==> src/sv/integer_to_decimal_ascii_defines.svh <==
// assertion macros for the integer to decimal ascii converter
// used by the top level, which provides clk and rst_n in scope
`ifndef INTEGER_TO_DECIMAL_ASCII_DEFINES_SVH
`define INTEGER_TO_DECIMAL_ASCII_DEFINES_SVH

`ifndef NO_ASSERTIONS
`define I2DA_ASSERT(lbl, prop) \
  lbl: assert property (@(posedge clk) disable iff (!rst_n) prop) \
    else $error("i2da assertion failed");
`define I2DA_ASSERT_ALWAYS(lbl, prop) \
  lbl: assert property (@(posedge clk) prop) \
    else $error("i2da assertion failed");
`else
`define I2DA_ASSERT(lbl, prop)
`define I2DA_ASSERT_ALWAYS(lbl, prop)
`endif

`endif

==> src/sv/i2da_pkg.sv <==
// shared widths, ascii codes and cell operation codes
// no dependencies
package i2da_pkg;

  localparam int VALUE_W    = 64;
  localparam int NUM_DIGITS = 20;
  localparam int DIGIT_W    = 4;
  localparam int CHAR_W     = 6;
  localparam int LEN_W      = 5;
  localparam int CONV_STEPS = VALUE_W;
  localparam int STEP_W     = $clog2(CONV_STEPS);

  localparam logic [CHAR_W-1:0] CHAR_ZERO  = 6'd48;
  localparam logic [CHAR_W-1:0] CHAR_MINUS = 6'd45;

  typedef enum logic [1:0] {
    OP_HOLD,
    OP_CLEAR,
    OP_DABBLE,
    OP_DIGIT
  } cell_op_t;

endpackage

==> src/sv/i2da_cell.sv <==
// one decimal digit cell of the conversion chain
// depends on i2da_pkg
module i2da_cell (
  input  logic                          clk,
  input  i2da_pkg::cell_op_t            op,
  input  logic                          bit_in,
  input  logic [i2da_pkg::DIGIT_W-1:0]  digit_in,
  output logic                          bit_out,
  output logic [i2da_pkg::DIGIT_W-1:0]  digit_out
);

  logic [i2da_pkg::DIGIT_W-1:0] digit_r;
  logic [i2da_pkg::DIGIT_W-1:0] adj;

  // add 3 before the shift when the digit would pass nine
  always_comb begin
    adj = (digit_r >= 4'd5) ? digit_r + 4'd3 : digit_r;
  end

  assign bit_out   = adj[i2da_pkg::DIGIT_W-1];
  assign digit_out = digit_r;

  always_ff @(posedge clk) begin
    case (op)
      i2da_pkg::OP_CLEAR:  digit_r <= '0;
      i2da_pkg::OP_DABBLE: digit_r <= {adj[i2da_pkg::DIGIT_W-2:0], bit_in};
      i2da_pkg::OP_DIGIT:  digit_r <= digit_in;
      default:             digit_r <= digit_r;
    endcase
  end

endmodule

==> src/sv/integer_to_decimal_ascii.sv <==
// top level: 64-bit integer to decimal ascii text, one character per output transfer
// depends on i2da_pkg, i2da_cell and integer_to_decimal_ascii_defines.svh
//
//   channel   direction  ports
//   in        input      in_valid, in_stall, in_value_bits, in_is_signed
//   out       output     out_valid, out_stall, out_character, out_text_length,
//                        out_last_char
//
// one input item is loaded, then takes 64 shift-add-3 steps through the row of
// 20 digit cells, then drops up to 19 leading zero digits (one per cycle),
// then gives one character per cycle while out_stall is low.
// reset clears the control state only; the digit cells are cleared on load.
// out_stall holds the current character; in_stall is high until the last
// character of the item is taken.
`include "integer_to_decimal_ascii_defines.svh"

module integer_to_decimal_ascii (
  input  logic                            clk,
  input  logic                            rst_n,
  input  logic                            in_valid,
  output logic                            in_stall,
  input  logic [i2da_pkg::VALUE_W-1:0]    in_value_bits,
  input  logic                            in_is_signed,
  output logic                            out_valid,
  input  logic                            out_stall,
  output logic [i2da_pkg::CHAR_W-1:0]     out_character,
  output logic [i2da_pkg::LEN_W-1:0]      out_text_length,
  output logic                            out_last_char
);

  localparam int N = i2da_pkg::NUM_DIGITS;

  typedef enum logic [2:0] {
    S_IDLE,
    S_CONV,
    S_TRIM,
    S_SIGN,
    S_EMIT
  } state_t;

  state_t                          state_r;
  logic [i2da_pkg::VALUE_W-1:0]    mag_r;
  logic                            neg_r;
  logic [i2da_pkg::STEP_W-1:0]     cnt_r;
  logic [i2da_pkg::LEN_W-1:0]      ndig_r;
  logic [i2da_pkg::LEN_W-1:0]      total_r;

  i2da_pkg::cell_op_t              cell_op;
  logic [N-1:0]                    bit_link;
  logic                            top_carry;
  logic [i2da_pkg::DIGIT_W-1:0]    digit_link [N+1];
  logic [i2da_pkg::DIGIT_W-1:0]    top_digit;
  logic                            in_neg;
  logic                            out_take;
  logic                            trim_step;

  assign in_neg    = in_is_signed & in_value_bits[i2da_pkg::VALUE_W-1];
  assign top_digit = digit_link[N];
  assign out_take  = out_valid & ~out_stall;
  assign trim_step = (top_digit == '0) && (ndig_r > 5'd1);

  assign bit_link[0]   = mag_r[i2da_pkg::VALUE_W-1];
  assign digit_link[0] = '0;

  for (genvar i = 0; i < N; i++) begin : g_cell
    if (i < N - 1) begin : g_mid
      i2da_cell u_cell (
        .clk       (clk),
        .op        (cell_op),
        .bit_in    (bit_link[i]),
        .digit_in  (digit_link[i]),
        .bit_out   (bit_link[i+1]),
        .digit_out (digit_link[i+1])
      );
    end else begin : g_top
      i2da_cell u_cell (
        .clk       (clk),
        .op        (cell_op),
        .bit_in    (bit_link[i]),
        .digit_in  (digit_link[i]),
        .bit_out   (top_carry),
        .digit_out (digit_link[i+1])
      );
    end
  end

  always_comb begin
    case (state_r)
      S_IDLE:  cell_op = in_valid ? i2da_pkg::OP_CLEAR : i2da_pkg::OP_HOLD;
      S_CONV:  cell_op = i2da_pkg::OP_DABBLE;
      S_TRIM:  cell_op = trim_step ? i2da_pkg::OP_DIGIT : i2da_pkg::OP_HOLD;
      S_EMIT:  cell_op = out_take ? i2da_pkg::OP_DIGIT : i2da_pkg::OP_HOLD;
      default: cell_op = i2da_pkg::OP_HOLD;
    endcase
  end

  assign in_stall        = (state_r != S_IDLE);
  assign out_valid       = (state_r == S_SIGN) || (state_r == S_EMIT);
  assign out_character   = (state_r == S_SIGN) ? i2da_pkg::CHAR_MINUS
                         : i2da_pkg::CHAR_ZERO + {2'b00, top_digit};
  assign out_text_length = total_r;
  assign out_last_char   = (state_r == S_EMIT) && (ndig_r == 5'd1);

  always_ff @(posedge clk) begin
    if (!rst_n) begin
      state_r <= S_IDLE;
      cnt_r   <= '0;
      ndig_r  <= '0;
    end else begin
      case (state_r)
        S_IDLE: begin
          if (in_valid) begin
            mag_r   <= in_neg ? (~in_value_bits + 64'd1) : in_value_bits;
            neg_r   <= in_neg;
            cnt_r   <= '0;
            state_r <= S_CONV;
          end
        end
        S_CONV: begin
          mag_r <= {mag_r[i2da_pkg::VALUE_W-2:0], 1'b0};
          cnt_r <= cnt_r + 1'b1;
          if (cnt_r == i2da_pkg::STEP_W'(i2da_pkg::CONV_STEPS - 1)) begin
            ndig_r  <= i2da_pkg::LEN_W'(N);
            state_r <= S_TRIM;
          end
        end
        S_TRIM: begin
          // drop one leading zero digit per cycle, keep at least one digit
          if (trim_step) begin
            ndig_r <= ndig_r - 1'b1;
          end else begin
            total_r <= ndig_r + {{(i2da_pkg::LEN_W-1){1'b0}}, neg_r};
            state_r <= neg_r ? S_SIGN : S_EMIT;
          end
        end
        S_SIGN: begin
          if (!out_stall) state_r <= S_EMIT;
        end
        S_EMIT: begin
          if (!out_stall) begin
            ndig_r <= ndig_r - 1'b1;
            if (ndig_r == 5'd1) state_r <= S_IDLE;
          end
        end
        default: state_r <= S_IDLE;
      endcase
    end
  end

  // no digit overflow out of the top cell during conversion
  `I2DA_ASSERT(a_no_top_carry, (state_r == S_CONV) |-> !top_carry)
  `I2DA_ASSERT(a_busy_when_out, out_valid |-> in_stall)
  `I2DA_ASSERT(a_digit_range, (state_r == S_EMIT) |-> (top_digit <= 4'd9))
  `I2DA_ASSERT(a_last_not_sign, out_last_char |-> (out_character != i2da_pkg::CHAR_MINUS))
  `I2DA_ASSERT(a_free_after_last, (out_take && out_last_char) |=> !in_stall)
  `I2DA_ASSERT(a_len_range, out_valid |-> ((total_r != 5'd0) && (total_r <= 5'd20)))

endmodule
==> config.mk <==
export PLATFORM = sky130hd
export DESIGN_NAME = integer_to_decimal_ascii
export DESIGN_NICKNAME = d
export VERILOG_FILES = /design/src/sv/i2da_pkg.sv /design/src/sv/i2da_cell.sv /design/src/sv/integer_to_decimal_ascii.sv
export VERILOG_INCLUDE_DIRS = /design/src /design/src/sv
export SDC_FILE = /design/constraint.sdc
export NUM_CORES = 1
export LEC_CHECK = 0
export BUFFER_PORTS_ARGS = -buffer_cell sky130_fd_sc_hd__buf_4
export CORE_ASPECT_RATIO = 0.8
export CORE_MARGIN = 5
export CORE_UTILIZATION = 43
export CTS_CLUSTER_DIAMETER = 100
export CTS_CLUSTER_SIZE = 14
export DETAILED_ROUTE_END_ITERATION = 7
export HOLD_SLACK_MARGIN = 0.15
export MAX_ROUTING_LAYER = met4
export PLACE_DENSITY = 0.65
export SLEW_MARGIN = 20
export SYNTH_ARGS = -nofsm -noshare
export SYNTH_HDL_FRONTEND = slang
export SYNTH_HIERARCHICAL = 1
export SYNTH_SLANG_ARGS = --single-unit
==> constraint.sdc <==
create_clock -name clk -period 4.85 [get_ports clk]
set_input_delay 0.97 -clock clk [delete_from_list [all_inputs] [get_ports clk]]
set_output_delay 0.97 -clock clk [all_outputs]
set_load 0.1 [all_outputs]
# Word level (Yosys, flattened, before mapping)
# Index checks and enable logic that the tools add are counted.
# totals
rom_bits	0
n_memories	0
latchBits	0
inputBits	69
out_inout_bits	14
mem_bits_rw	0
register_bits	164
# op_classes
n_mul	0
magnitude_cmp	21
bitwise	5
eq_ne	16
n_reduce_logical	17
add_sub_neg	25
n_mux	62
div	0
n_shift	0
# ops
cell	count
$pmux 4 s3	19
$mux 64	2
$pmux 64 s2	1
$ge 4x3->1 const B	20
$add 4x2->4 const B	19
$mux 4	19
$add 64x1->64 const B	1
$not 64->64	1
$mux 3	8
$mux 5	3
$pmux 3 s5	1
$pmux 5 s3	1
$mux 6	2
$ne 2x2->1 const B	6
$pmux 6 s2	1
$reduce_and 3->1	3
$reduce_bool 3->1	3
$pmux 2 s4	1
$pmux 4 s2	1
$add 5x5->6 const A	1
$add 6x1->6 const B	1
$eq 3x2->1 const B	2
$eq 6x6->1 const B	1
$reduce_and 6->1	1
other kinds (22)	28

# Depth between registers and ports, before layout
# Gate-level depths: netlist of run 1.
# depth
word_depth	8
depth_mapped	9
mapped_depth_nobuf	9

# By module
# Netlist of run 1, hierarchy kept.
# by_module_without_submodules
mod	area_per_inst_um2	instances	cells_per_inst	seq_area_each_um2
i2da_cell	299.0	20	29	120.1
integer_to_decimal_ascii	5316.3	1	583	2382.3

# Worst setup path before layout of run 1
# OpenSTA, ideal clock, no wires.
# synth_path
path_kind	reg2reg
from	reg g_cell[19].g_top.u_cell.digit_r, in the netlist g_cell[19].g_top.u_cell/digit_out[0]
to	reg g_cell[10].g_mid.u_cell.digit_r, in the netlist g_cell[10].g_mid.u_cell/digit_out[1] (data pin)
path_stages_with_launch	8
period_less_slack_ps	4688
arrival_time_ps	4429
path_slack_ps	162
path_buffers	0
path_cell_list	edfxtp_1 or4_1 a2111oi_0 o21bai_1 nand2_1 nand3b_1 a211oi_1 a211o_1
# synth_between
elab_chain_len	6
word_cells_on_any_way	8
classes_between	eq/ne: 3; mux: 3; reduce/logical: 2
# synth_rtl
item	line_no	source
start: declaration	i2da_cell.sv:12	logic [i2da_pkg::DIGIT_W-1:0] digit_r;
start signal: assignment	i2da_cell.sv:26	i2da_pkg::OP_DABBLE: digit_r <= {adj[i2da_pkg::DIGIT_W-2:0], bit_in};
start signal: assignment	i2da_cell.sv:27	i2da_pkg::OP_DIGIT: digit_r <= digit_in;
start signal: assignment	i2da_cell.sv:28	default: digit_r <= digit_r;
$logic_not 4->1 (*)	integer_to_decimal_ascii.sv:60	assign trim_step = (top_digit == '0) && (ndig_r > 5'd1);
$logic_and 1x1->1 (*)	integer_to_decimal_ascii.sv:60	
$mux 2 (*)	integer_to_decimal_ascii.sv:91	S_TRIM: cell_op = trim_step ? i2da_pkg::OP_DIGIT : i2da_pkg::OP_HOLD;
$pmux 2 s4 (*)	integer_to_decimal_ascii.sv:88	case (state_r)
net cell_op[0]	integer_to_decimal_ascii.sv:48	i2da_pkg::cell_op_t cell_op;
$eq 2x2->1 / $eq 2x1->1 (equally long branches)	i2da_cell.sv:24	case (op)
$pmux 4 s3 (*)	i2da_cell.sv:24	
end signal: assignment	i2da_cell.sv:26	
end signal: assignment	i2da_cell.sv:27	
end signal: assignment	i2da_cell.sv:28	
end: declaration	i2da_cell.sv:12	
# The timed path passes the listed nets; every way through them passes the cells marked *.
# A chain may end at the register's enable or synchronous reset.

# Final worst setup path of run 1
# layout_path
from	reg g_cell[19].g_top.u_cell.digit_r, in the netlist g_cell[19].g_top.u_cell/digit_out[0]
to	reg g_cell[2].g_mid.u_cell.digit_r, in the netlist g_cell[2].g_mid.u_cell/digit_out[1] (data pin)
# layout_between
elab_chain_len	6
word_cells_on_any_way	8
classes_between	eq/ne: 3; mux: 3; reduce/logical: 2
# layout_rtl
item	line_no
$logic_not 4->1 (*)	integer_to_decimal_ascii.sv:60
$logic_and 1x1->1 (*)	integer_to_decimal_ascii.sv:60
$mux 2 (*)	integer_to_decimal_ascii.sv:91
$pmux 2 s4 (*)	integer_to_decimal_ascii.sv:88
net cell_op[0]	integer_to_decimal_ascii.sv:48
$eq 2x2->1 / $eq 2x1->1 (equally long branches)	i2da_cell.sv:24
$pmux 4 s3 (*)	i2da_cell.sv:24
end signal: assignment	i2da_cell.sv:26
end signal: assignment	i2da_cell.sv:27
end signal: assignment	i2da_cell.sv:28
end: declaration	i2da_cell.sv:12
# Marks and branches as above.

==> key figures, run 1 <==
Run status
  – Status: finished clean

Setup path
  – Crit path kind: reg -> reg
  – Worst Path Max Fanout: 77
  – Crit path capture type: register
  – CP arrival: 3.42 ns
  – Nature of the critical path startpoint: register
  – WP data required: 5.03 ns

Placed design
  – Port-buffer cells: 81
  – Gpl congestion: 0.8433
  – Post-DP HPWL: 17.48 mm
  – Dpl cell area: 12,350 um2

Global route
  – Initial antenna violation count: 0
  – Vias in the first global route: 8,362
  – First-pass GRT wire length: 42.27 mm
  – GRT Resource Usage Total: 0.1746
  – Largest net degree at the start of global routing: 78
  – Total congestion overflow: 0

Yosys
  – Post-Syn Area: 11,280 um2
  – Synth warnings: 6
  – Synth Area per Inst: 9.729 um2
  – Syn Inst Count: 1,159

Die
  – Die width: 191.1 um
  – DIE AREA: 29,580 um2
  – Die span in y: 154.8 um
  – Core area: 26,060 um2
  – Number of core rows: 53
  – Initial Util: 0.4327
  – Ports: 83

Clock tree
  – Hold Buf Count CTS: 0
  – CTS clk-pin slew, worst paths: 0.07 ns
  – Root Buffer: clkbuf_16
  – # resized after CTS: 0
  – Clk buf depth: 2
  – CTS tree: done
  – Post-CTS Setup Repair Bufs: 0
  – Clock buffer count from CTS: 17
  – H-tree level count: 4
  – CTS sink cnt: 164
  – Clk Latency, worst-skew pair: 0.43 ns

Timing
  – RSZ-0062 raised after global routing: false
  – Setup violators final: 0
  – Final Cycle Share: 0.6689
  – Fmax: 308.3 MHz
  – Setup TNS: 0 ns
  – Clock Skews: 0.01173 ns
  – Rel. slew slack: 0.4220
  – Minimum clock period: 3.244 ns
  – Actual slew at the worst max-slew pin: 0.8669 ns
  – Slew Limit Fails: 0
  – Final Hold Fails: 0

Power
  – Cell Pwr Density: 312.9 nW/um2
  – P_leak: 0.005320 uW
  – Worst vdd ir: 0.2216 mV

Detailed routing
  – Vias: 9,130
  – Starting DRT DRC Count: 760
  – DRT antenna net count: 0
  – Vias per std cell: 5.646
  – DRT Wirelength: 25.52 mm
  – Drt pass-1 iters: 5
  – Post-route DRC: 0
  – Average wire per standard cell: 15.78 um

Final layout
  – Nets: 1,362
  – Share of cells above drive strength 1: 0.1484
  – N_diodes: 0
  – Post-route cell area: 12,930 um2
  – Area growth syn-to-layout: 14.64%

Job
  – # Max-Cap Violations: 0

Worst hold path
  – Min-delay worst type: reg -> reg
==> routing by layer <==
layer | share of wire | track usage | wire (um)
met4 | 0.011 | 0.04171 | 291
met5 | 0 | - | 0
met2 | 0.43 | 0.2471 | 11010
met1 | 0.51 | 0.2614 | 13070
met3 | 0.045 | 0.02888 | 1143
==> state kept, by name, indices dropped and copies added, names as in the netlist <==
signal / count
cnt_r: 6
g_cell.g_top.u_cell/digit_out: 4
ndig_r: 5
out_text_length: 5
mag_r: 64
g_cell.g_mid.u_cell/digit_out: 76
neg_r: 1
state_r: 3
==> final timing paths <==
| check | endpoint | from | cells after the start | slack (ns) |
|---|---|---|---|---|
| setup / recovery | g_cell[2].g_mid.u_cell/digit_out[1] | g_cell[19].g_top.u_cell/digit_out[0] | 8 | 1.61 |
| setup reg to reg | g_cell[2].g_mid.u_cell/digit_out[1] | g_cell[19].g_top.u_cell/digit_out[0] | 8 | 1.61 |
| hold reg to reg | cnt_r[5] | cnt_r[5] | 1 | 0.46 |
| hold / removal | cnt_r[5] | cnt_r[5] | 1 | 0.46 |
==> critical path, stage by stage, from the launching register on <==
cell       delay, ns
edfxtp_1        0.45
or4_1           0.58
a2111oi_0       0.30
o21bai_1        0.35
nand2_4         0.35
buf_12          0.35
inv_2           0.09
and3_1          0.17
a211o_1         0.30
==> through the flow <==
| step | hold slack, ns | instances | setup slack, ns | total power (uW) | utilization |
|---|---|---|---|---|---|
| 2_1_floorplan | 0.4223 | 1162 | 0.1728 | 2482 | - |
| 3_3_place_gp | 0.4402 | 1585 | 1.335 | 2708 | 0.4740 |
| 3_5_place_dp | 0.4520 | 1585 | 1.284 | 2728 | 0.4740 |
| 4_1_cts | 0.4591 | 1617 | 1.613 | 4076 | 0.4960 |
| 5_1_grt | 0.4808 | 1617 | 1.376 | 4258 | 0.4960 |
| 6_report | 0.4560 | 1617 | 1.606 | 4045 | 0.4960 |
==> cell usage in the layout, fill, tap and decap left out, types with 17 or more instances in the layout <==
cell type / count
nand2b_1: 24
mux2i_1: 22
a21o_1: 21
or2_2: 20
or2b_1: 19
inv_1: 53
xnor2_1: 43
o21ai_0: 101
ha_1: 46
a2111oi_0: 21
clkbuf_16: 17
a311oi_1: 20
o211a_1: 21
nor2_1: 73
nor2b_1: 22
and3_1: 47
a211oi_1: 22
xor2_1: 21
nor3b_1: 23
nor3_1: 20
edfxtp_1: 150
nand2_1: 82
buf_4: 89
nand3b_1: 22
inv_2: 20
a211o_1: 41
a21oi_1: 56
==> layout make-up <==
cell class	count	area [um2]
Clock inverter	10	98.84
Clock buffer	22	474.2
Tap cell	357	446.7
Timing Repair Buffer	91	708.2
Multi-Input combinational cell	900	6140
Fill cell	2392	13140
Inverter	73	274.0
Sequential cell	164	4785
==> power by group <==
part / leakage, uW / internal [uW] / total [uW] / switching [uW]
registers: 0.00161 / 1730 / 1870 / 137
logic: 0.00343 / 354 / 838 / 484
clock network: 0.000277 / 753 / 1340 / 588
No activity file was read; power rests on OpenSTA's default activity.
==> run 2: changes to the inputs <==
--- a/config.mk
+++ b/config.mk
@@ -15,7 +15,7 @@
 export DETAILED_ROUTE_END_ITERATION = 7
 export HOLD_SLACK_MARGIN = 0.15
 export MAX_ROUTING_LAYER = met4
-export PLACE_DENSITY = 0.65
+export PLACE_DENSITY = 0.63
 export SLEW_MARGIN = 20
 export SYNTH_ARGS = -nofsm -noshare
 export SYNTH_HDL_FRONTEND = slang
==> constraint.sdc (replaced) <==
create_clock -name clk -period 3.2 [get_ports clk]
set_input_delay 0.64 -clock clk [delete_from_list [all_inputs] [get_ports clk]]
set_output_delay 0.64 -clock clk [all_outputs]
set_load 0.1 [all_outputs]
==> key figures, run 2 (same netlist as run 1, synthesis figures left out) <==
Clock tree
  – Post-CTS Setup Repair Bufs: 0 (unchanged)
  – CTS sink cnt: 164 (unchanged)
  – Clk Latency, worst-skew pair: 0.44 ns (about the same)
  – H-tree level count: 4 (unchanged)
  – Root Buffer: clkbuf_16
  – CTS tree: done
  – CTS clk-pin slew, worst paths: 0.07 ns (about the same)
  – # resized after CTS: 0 (unchanged)
  – Hold Buf Count CTS: 0 (unchanged)
  – Clk buf depth: 2 (unchanged)
  – Clock buffer count from CTS: 17 (unchanged)

Timing
  – Actual slew at the worst max-slew pin: 0.7850 ns (-0.08194 ns)
  – RSZ-0062 raised after global routing: false
  – Slew Limit Fails: 0 (unchanged)
  – Worst Slack Setup Final: 0.4191 ns (-1.187 ns)
  – Final Cycle Share: 0.8690 (+0.2001)
  – Final Hold Fails: 0 (unchanged)
  – Minimum clock period: 2.781 ns (-0.4632 ns)
  – Fmax: 359.6 MHz (+17%)
  – Setup TNS: 0 ns (unchanged)
  – Rel. slew slack: 0.4761 (+0.05405)
  – Setup violators final: 0 (unchanged)
  – Clock Skews: 0.01351 ns (+0.001780 ns)

Final layout
  – Most common cell after layout, fill and taps aside: edfxtp_1
  – Most frequent cells in the layout: edfxtp_1, buf_4, o21ai_0
  – Max reg flops: 76 (unchanged)
  – Non-filler cells, final: 1,631 (+0.87%)
  – Fillers: 2,380 (-0.50%)
  – Area growth syn-to-layout: 15.92%
  – N_diodes: 0 (unchanged)
  – Share of cells above drive strength 1: 0.1601 (+0.01171)
  – Register Area: 4785 um2 (unchanged)
  – Nets: 1,376 (+1.0%)
  – Multi-input gate area in the final layout: 6148 um2 (+0.14%)

Power
  – Reg power frac: 0.458 (-0.003)
  – Pwr Total: 6168 uW (+53%)
  – P_sw: 1846 uW (+53%)
  – P_leak: 0.005403 uW (+1.6%)
  – Cell Pwr Density: 471.9 nW/um2 (+51%)
  – Int Pwr: 4322 uW (+52%)
  – Worst vdd ir: 0.3677 mV (+66%)
  – Clock network power share: 0.334 (+0.002)
  – Comb pwr share: 0.207 (about the same)
  – Switching Share: 0.2993 (about the same)

Die
  – Core area: 26,060 um2 (unchanged)
  – Die span in y: 154.8 um (unchanged)
  – DIE AREA: 29,580 um2 (unchanged)
  – Die width: 191.1 um (unchanged)
  – Number of core rows: 53 (unchanged)
  – Initial Util: 0.4327 (unchanged)
  – Ports: 83 (unchanged)

Setup path
  – CP arrival: 2.97 ns (-0.45 ns)
  – Crit path buf inv count: 2 (unchanged)
  – Nature of the critical path startpoint: register
  – CP peak stage delay: 0.57 ns (about the same)
  – Slowest cell on crit path: or4_1
  – Worst Path Max Fanout: 59 (-23%)
  – Top delay family on crit path: simple AND/OR/NAND/NOR gates
  – Crit path capture type: register
  – Worst path depth: 8 (unchanged)
  – WP data required: 3.38 ns (-1.65 ns)
  – CP cell instances: or4_1 > a2111oi_0 > o21bai_1 > nand2_4 > buf_12 > inv_2 > and3_1 > a211o_1
  – Crit path kind: reg -> reg
  – R2R depth: 8 (unchanged)

Detailed routing
  – Vias: 9,065 (-0.71%)
  – Post-route DRC: 0 (unchanged)
  – Vias per std cell: 5.558 (-1.6%)
  – Drt pass-1 iters: 4 (-1)
  – DRT antenna net count: 0 (unchanged)
  – Average wire per standard cell: 15.61 um (-1.1%)
  – Starting DRT DRC Count: 692 (-8.9%)
  – DRT Wirelength: 25.46 mm (-0.22%)

Placed design
  – Placed Cells: 1,599 (+0.88%)
  – DP Worst Slack: 0.1275 ns (-1.157 ns)
  – Port-buffer cells: 81 (unchanged)
  – Post-DP HPWL: 17.67 mm (+1.1%)
  – Gpl congestion: 0.8704 (+3.2%)

Global route
  – Initial antenna violation count: 0 (unchanged)
  – Total congestion overflow: 0 (unchanged)
  – Largest net degree at the start of global routing: 112 (+44%)
  – GRT Resource Usage Total: 0.1739 (-0.0006273)
  – Vias in the first global route: 8,273 (-1.1%)
  – First-pass GRT wire length: 41.59 mm (-1.6%)

Job
  – # Max-Cap Violations: 0 (unchanged)

Worst hold path
  – Min-delay worst type: reg -> reg
  – Hold depth: 1 (unchanged)

Run status
  – Status: finished clean
==> run 2: cell types whose count changed in the layout (fill, tap and decap cells not counted), moves of 2 or more <==
cell      previous run  this run
buf_4               89       101
clkbuf_8             3         0
inv_6                2         5
buf_12               2         4
clkbuf_1             2         0
clkinv_4             3         1
==> run 2: layer usage <==
metal / part of all wire / vias to the layer above / track usage
met5: 0 / - / -
met4: 0.012 / 0 / 0.03966
met3: 0.043 / 26 / 0.03159
met2: 0.43 / 193 / 0.2486
met1: 0.51 / 4255 / 0.2577
li1: - / 4591 / -
==> run 2: metrics by stage <==
step | hold WS [ns] | cell area, um2 | utilization
4_1_cts | 0.4653 | 13070 | 0.5016
5_1_grt | 0.4739 | 13070 | 0.5016
6_report | 0.4649 | 13070 | 0.5016
3_3_place_gp | 0.4320 | 12490 | 0.4793
2_1_floorplan | 0.4223 | 11310 | -
3_5_place_dp | 0.4538 | 12490 | 0.4793
==> run 2: final cells by class <==
class	instances	share of cell area
Tap cell	357	0.03417
Timing Repair Buffer	105	0.06413
Multi-Input combinational cell	900	0.4704
Sequential cell	164	0.3660
Clock buffer	17	0.03255
Inverter	73	0.02096
Clock inverter	15	0.01177
==> run 2: worst paths after layout <==
kind	startpoint	to	slack, ns
max	g_cell[19].g_top.u_cell/digit_out[0]	g_cell[5].g_mid.u_cell/digit_out[1]	0.42
min	cnt_r[5]	cnt_r[5]	0.46
max reg2reg	g_cell[19].g_top.u_cell/digit_out[0]	g_cell[5].g_mid.u_cell/digit_out[1]	0.42
min reg2reg	cnt_r[5]	cnt_r[5]	0.46
==> run 2: power groups by stage <==
stage | clock network [uW] | logic (uW) | registers, uW
finish | 2060 | 1280 | 2830
global route | 2210 | 1430 | 2860
CTS | 2120 | 1280 | 2830
detailed placement | 0 | 1270 | 2870
global placement | 0 | 1260 | 2870
floorplan | 0 | 938 | 2800
==> run 3: changes to the inputs <==
==> constraint.sdc (replaced) <==
create_clock -name clk -period 3.01 [get_ports clk]
set_input_delay 0.602 -clock clk [delete_from_list [all_inputs] [get_ports clk]]
set_output_delay 0.602 -clock clk [all_outputs]
set_load 0.1 [all_outputs]
==> key figures, run 3 (same netlist as run 1, synthesis figures left out) <==
Global route
  – Initial antenna violation count: 0 (unchanged)
  – Total congestion overflow: 0 (unchanged)
  – Vias in the first global route: 8,567 (+3.6%)
  – Largest net degree at the start of global routing: 65 (-42%)
  – GRT Resource Usage Total: 0.1758 (+0.001903)
  – First-pass GRT wire length: 42.43 mm (+2.0%)

Timing
  – Setup violators final: 0 (unchanged)
  – Fmax: 367.2 MHz (+2.1%)
  – Clock Skews: 0.009903 ns (-0.003607 ns)
  – Actual slew at the worst max-slew pin: 0.8615 ns (+0.07651 ns)
  – RSZ-0062 raised after global routing: false
  – Setup TNS: 0 ns (unchanged)
  – Minimum clock period: 2.723 ns (-0.05749 ns)
  – Final Hold Fails: 0 (unchanged)
  – Final Cycle Share: 0.9048 (+0.03575)
  – Slew Limit Fails: 0 (unchanged)
  – Rel. slew slack: 0.4257 (-0.05043)

Die
  – DIE AREA: 29,580 um2 (unchanged)
  – Die width: 191.1 um (unchanged)
  – Core area: 26,060 um2 (unchanged)
  – Initial Util: 0.4327 (unchanged)
  – Number of core rows: 53 (unchanged)
  – Die span in y: 154.8 um (unchanged)
  – Ports: 83 (unchanged)

Run status
  – Status: finished clean

Detailed routing
  – Vias: 9,188 (+1.4%)
  – Average wire per standard cell: 15.49 um (-0.75%)
  – Vias per std cell: 5.589 (+0.56%)
  – DRT antenna net count: 0 (unchanged)
  – Drt pass-1 iters: 8 (+4)
  – DRT Wirelength: 25.47 mm (about the same)
  – Post-route DRC: 0 (unchanged)
  – Starting DRT DRC Count: 594 (-14%)

Power
  – Worst vdd ir: 0.3223 mV (-12%)
  – Switching Share: 0.2897 (-0.009645)
  – P_sw: 1913 uW (+3.6%)
  – Clock network power share: 0.334 (about the same)
  – Cell Pwr Density: 499.3 nW/um2 (+5.8%)
  – Int Pwr: 4691 uW (+8.6%)
  – P_leak: 0.005479 uW (+1.4%)
  – Reg power frac: 0.455 (-0.003)
  – Comb pwr share: 0.210 (+0.003)

Setup path
  – Nature of the critical path startpoint: register
  – Worst Path Max Fanout: 48 (-19%)
  – Crit path kind: reg -> reg
  – CP arrival: 3.02 ns (+0.05 ns)
  – Crit path capture type: register
  – WP data required: 3.31 ns (-0.07 ns)

Final layout
  – Nets: 1,389 (+0.94%)
  – Area growth syn-to-layout: 17.30%
  – Most common cell after layout, fill and taps aside: edfxtp_1
  – Post-layout util: 0.5075 (+0.005954)
  – Most frequent cells in the layout: edfxtp_1, buf_4, o21ai_0
  – Max reg flops: 76 (unchanged)
  – Fillers: 2,364 (-0.67%)
  – N_diodes: 0 (unchanged)
  – Share of cells above drive strength 1: 0.1655 (+0.005376)

Clock tree
  – CTS sink cnt: 164 (unchanged)
  – # resized after CTS: 0 (unchanged)
  – Clk Latency, worst-skew pair: 0.43 ns (about the same)
  – CTS tree: done
  – CTS clk-pin slew, worst paths: 0.06 ns (about the same)
  – Post-CTS Setup Repair Bufs: 0 (unchanged)
  – Clock buffer count from CTS: 17 (unchanged)
  – Hold Buf Count CTS: 0 (unchanged)
  – Clk buf depth: 2 (unchanged)
  – Root Buffer: clkbuf_16
  – H-tree level count: 4 (unchanged)

Placed design
  – Gpl congestion: 0.8488 (-2.5%)
  – Post-DP HPWL: 17.90 mm (+1.3%)
  – Port-buffer cells: 81 (unchanged)

Worst hold path
  – Min-delay worst type: reg -> reg

Job
  – # Max-Cap Violations: 0 (unchanged)
-- run 3: cell types whose count changed in the layout (fill, tap and decap cells not counted), moves of 2 or more --
cell / delta
buf_12: +3
nand2_8: +2
nand2_4: -2
inv_6: -5
buf_4: +10
clkbuf_1: +5
-- run 3: final cells by class --
class / instances / area, um2 / area share
Multi-Input combinational cell: 900 / 6171 / 0.4666
Clock buffer: 22 / 444.2 / 0.03358
Tap cell: 357 / 446.7 / 0.03377
Timing Repair Buffer: 118 / 973.4 / 0.07360
Sequential cell: 164 / 4785 / 0.3617
Inverter: 73 / 274.0 / 0.02072
Clock inverter: 10 / 132.6 / 0.01003
-- run 3: per-stage QoR --
stage                     instance area (um2)  instances  power, uW  hold slack (ns)  worst slack [ns]
after global routing                    13230       1644       6969           0.4653           0.04981
after CTS                               13230       1644       6650           0.4642            0.2256
after detailed placement                12650       1612       4433           0.4415            0.1528
after floorplan                         11330       1162       3972           0.4223           0.01498
after global placement                  12650       1612       4409           0.4426            0.1662
final                                   13230       1644       6604           0.4609            0.2866
-- run 3: routing by layer --
metal	wire length [um]	track usage	vias up
met2	10950	0.2492	207
met5	0	-	-
met3	1198	0.03791	26
met1	12980	0.2562	4345
met4	337	0.04513	0
li1	-	-	4610
-- run 3: path summary, 6_finish.rpt --
kind / from / endpoint / slack, ns / cells past startpoint
hold reg to reg: cnt_r[5] / cnt_r[5] / 0.46 / 1
setup / recovery: ndig_r[1] / g_cell[5].g_mid.u_cell/digit_out[1] / 0.29 / 11
hold / removal: cnt_r[5] / cnt_r[5] / 0.46 / 1
setup reg to reg: ndig_r[1] / g_cell[5].g_mid.u_cell/digit_out[1] / 0.29 / 11
-- run 3: power groups by stage --
stage,Sequential [uW],Combinational [uW],Clock (uW)
3_3_place_gp,3050,1360,0
5_1_grt,3040,1560,2370
4_1_cts,3000,1390,2260
6_report,3010,1390,2210
3_5_place_dp,3050,1380,0
2_1_floorplan,2970,997,0
-- run 3: worst max-delay path: stages, from the launching register on --
cell       delay, ns
dfxtp_1         0.43
inv_1           0.10
ha_1            0.19
o21bai_1        0.17
a2111oi_1       0.45
o21bai_2        0.20
buf_4           0.21
nand2_8         0.12
buf_12          0.22
nand3b_1        0.10
a211oi_1        0.26
a211o_1         0.14
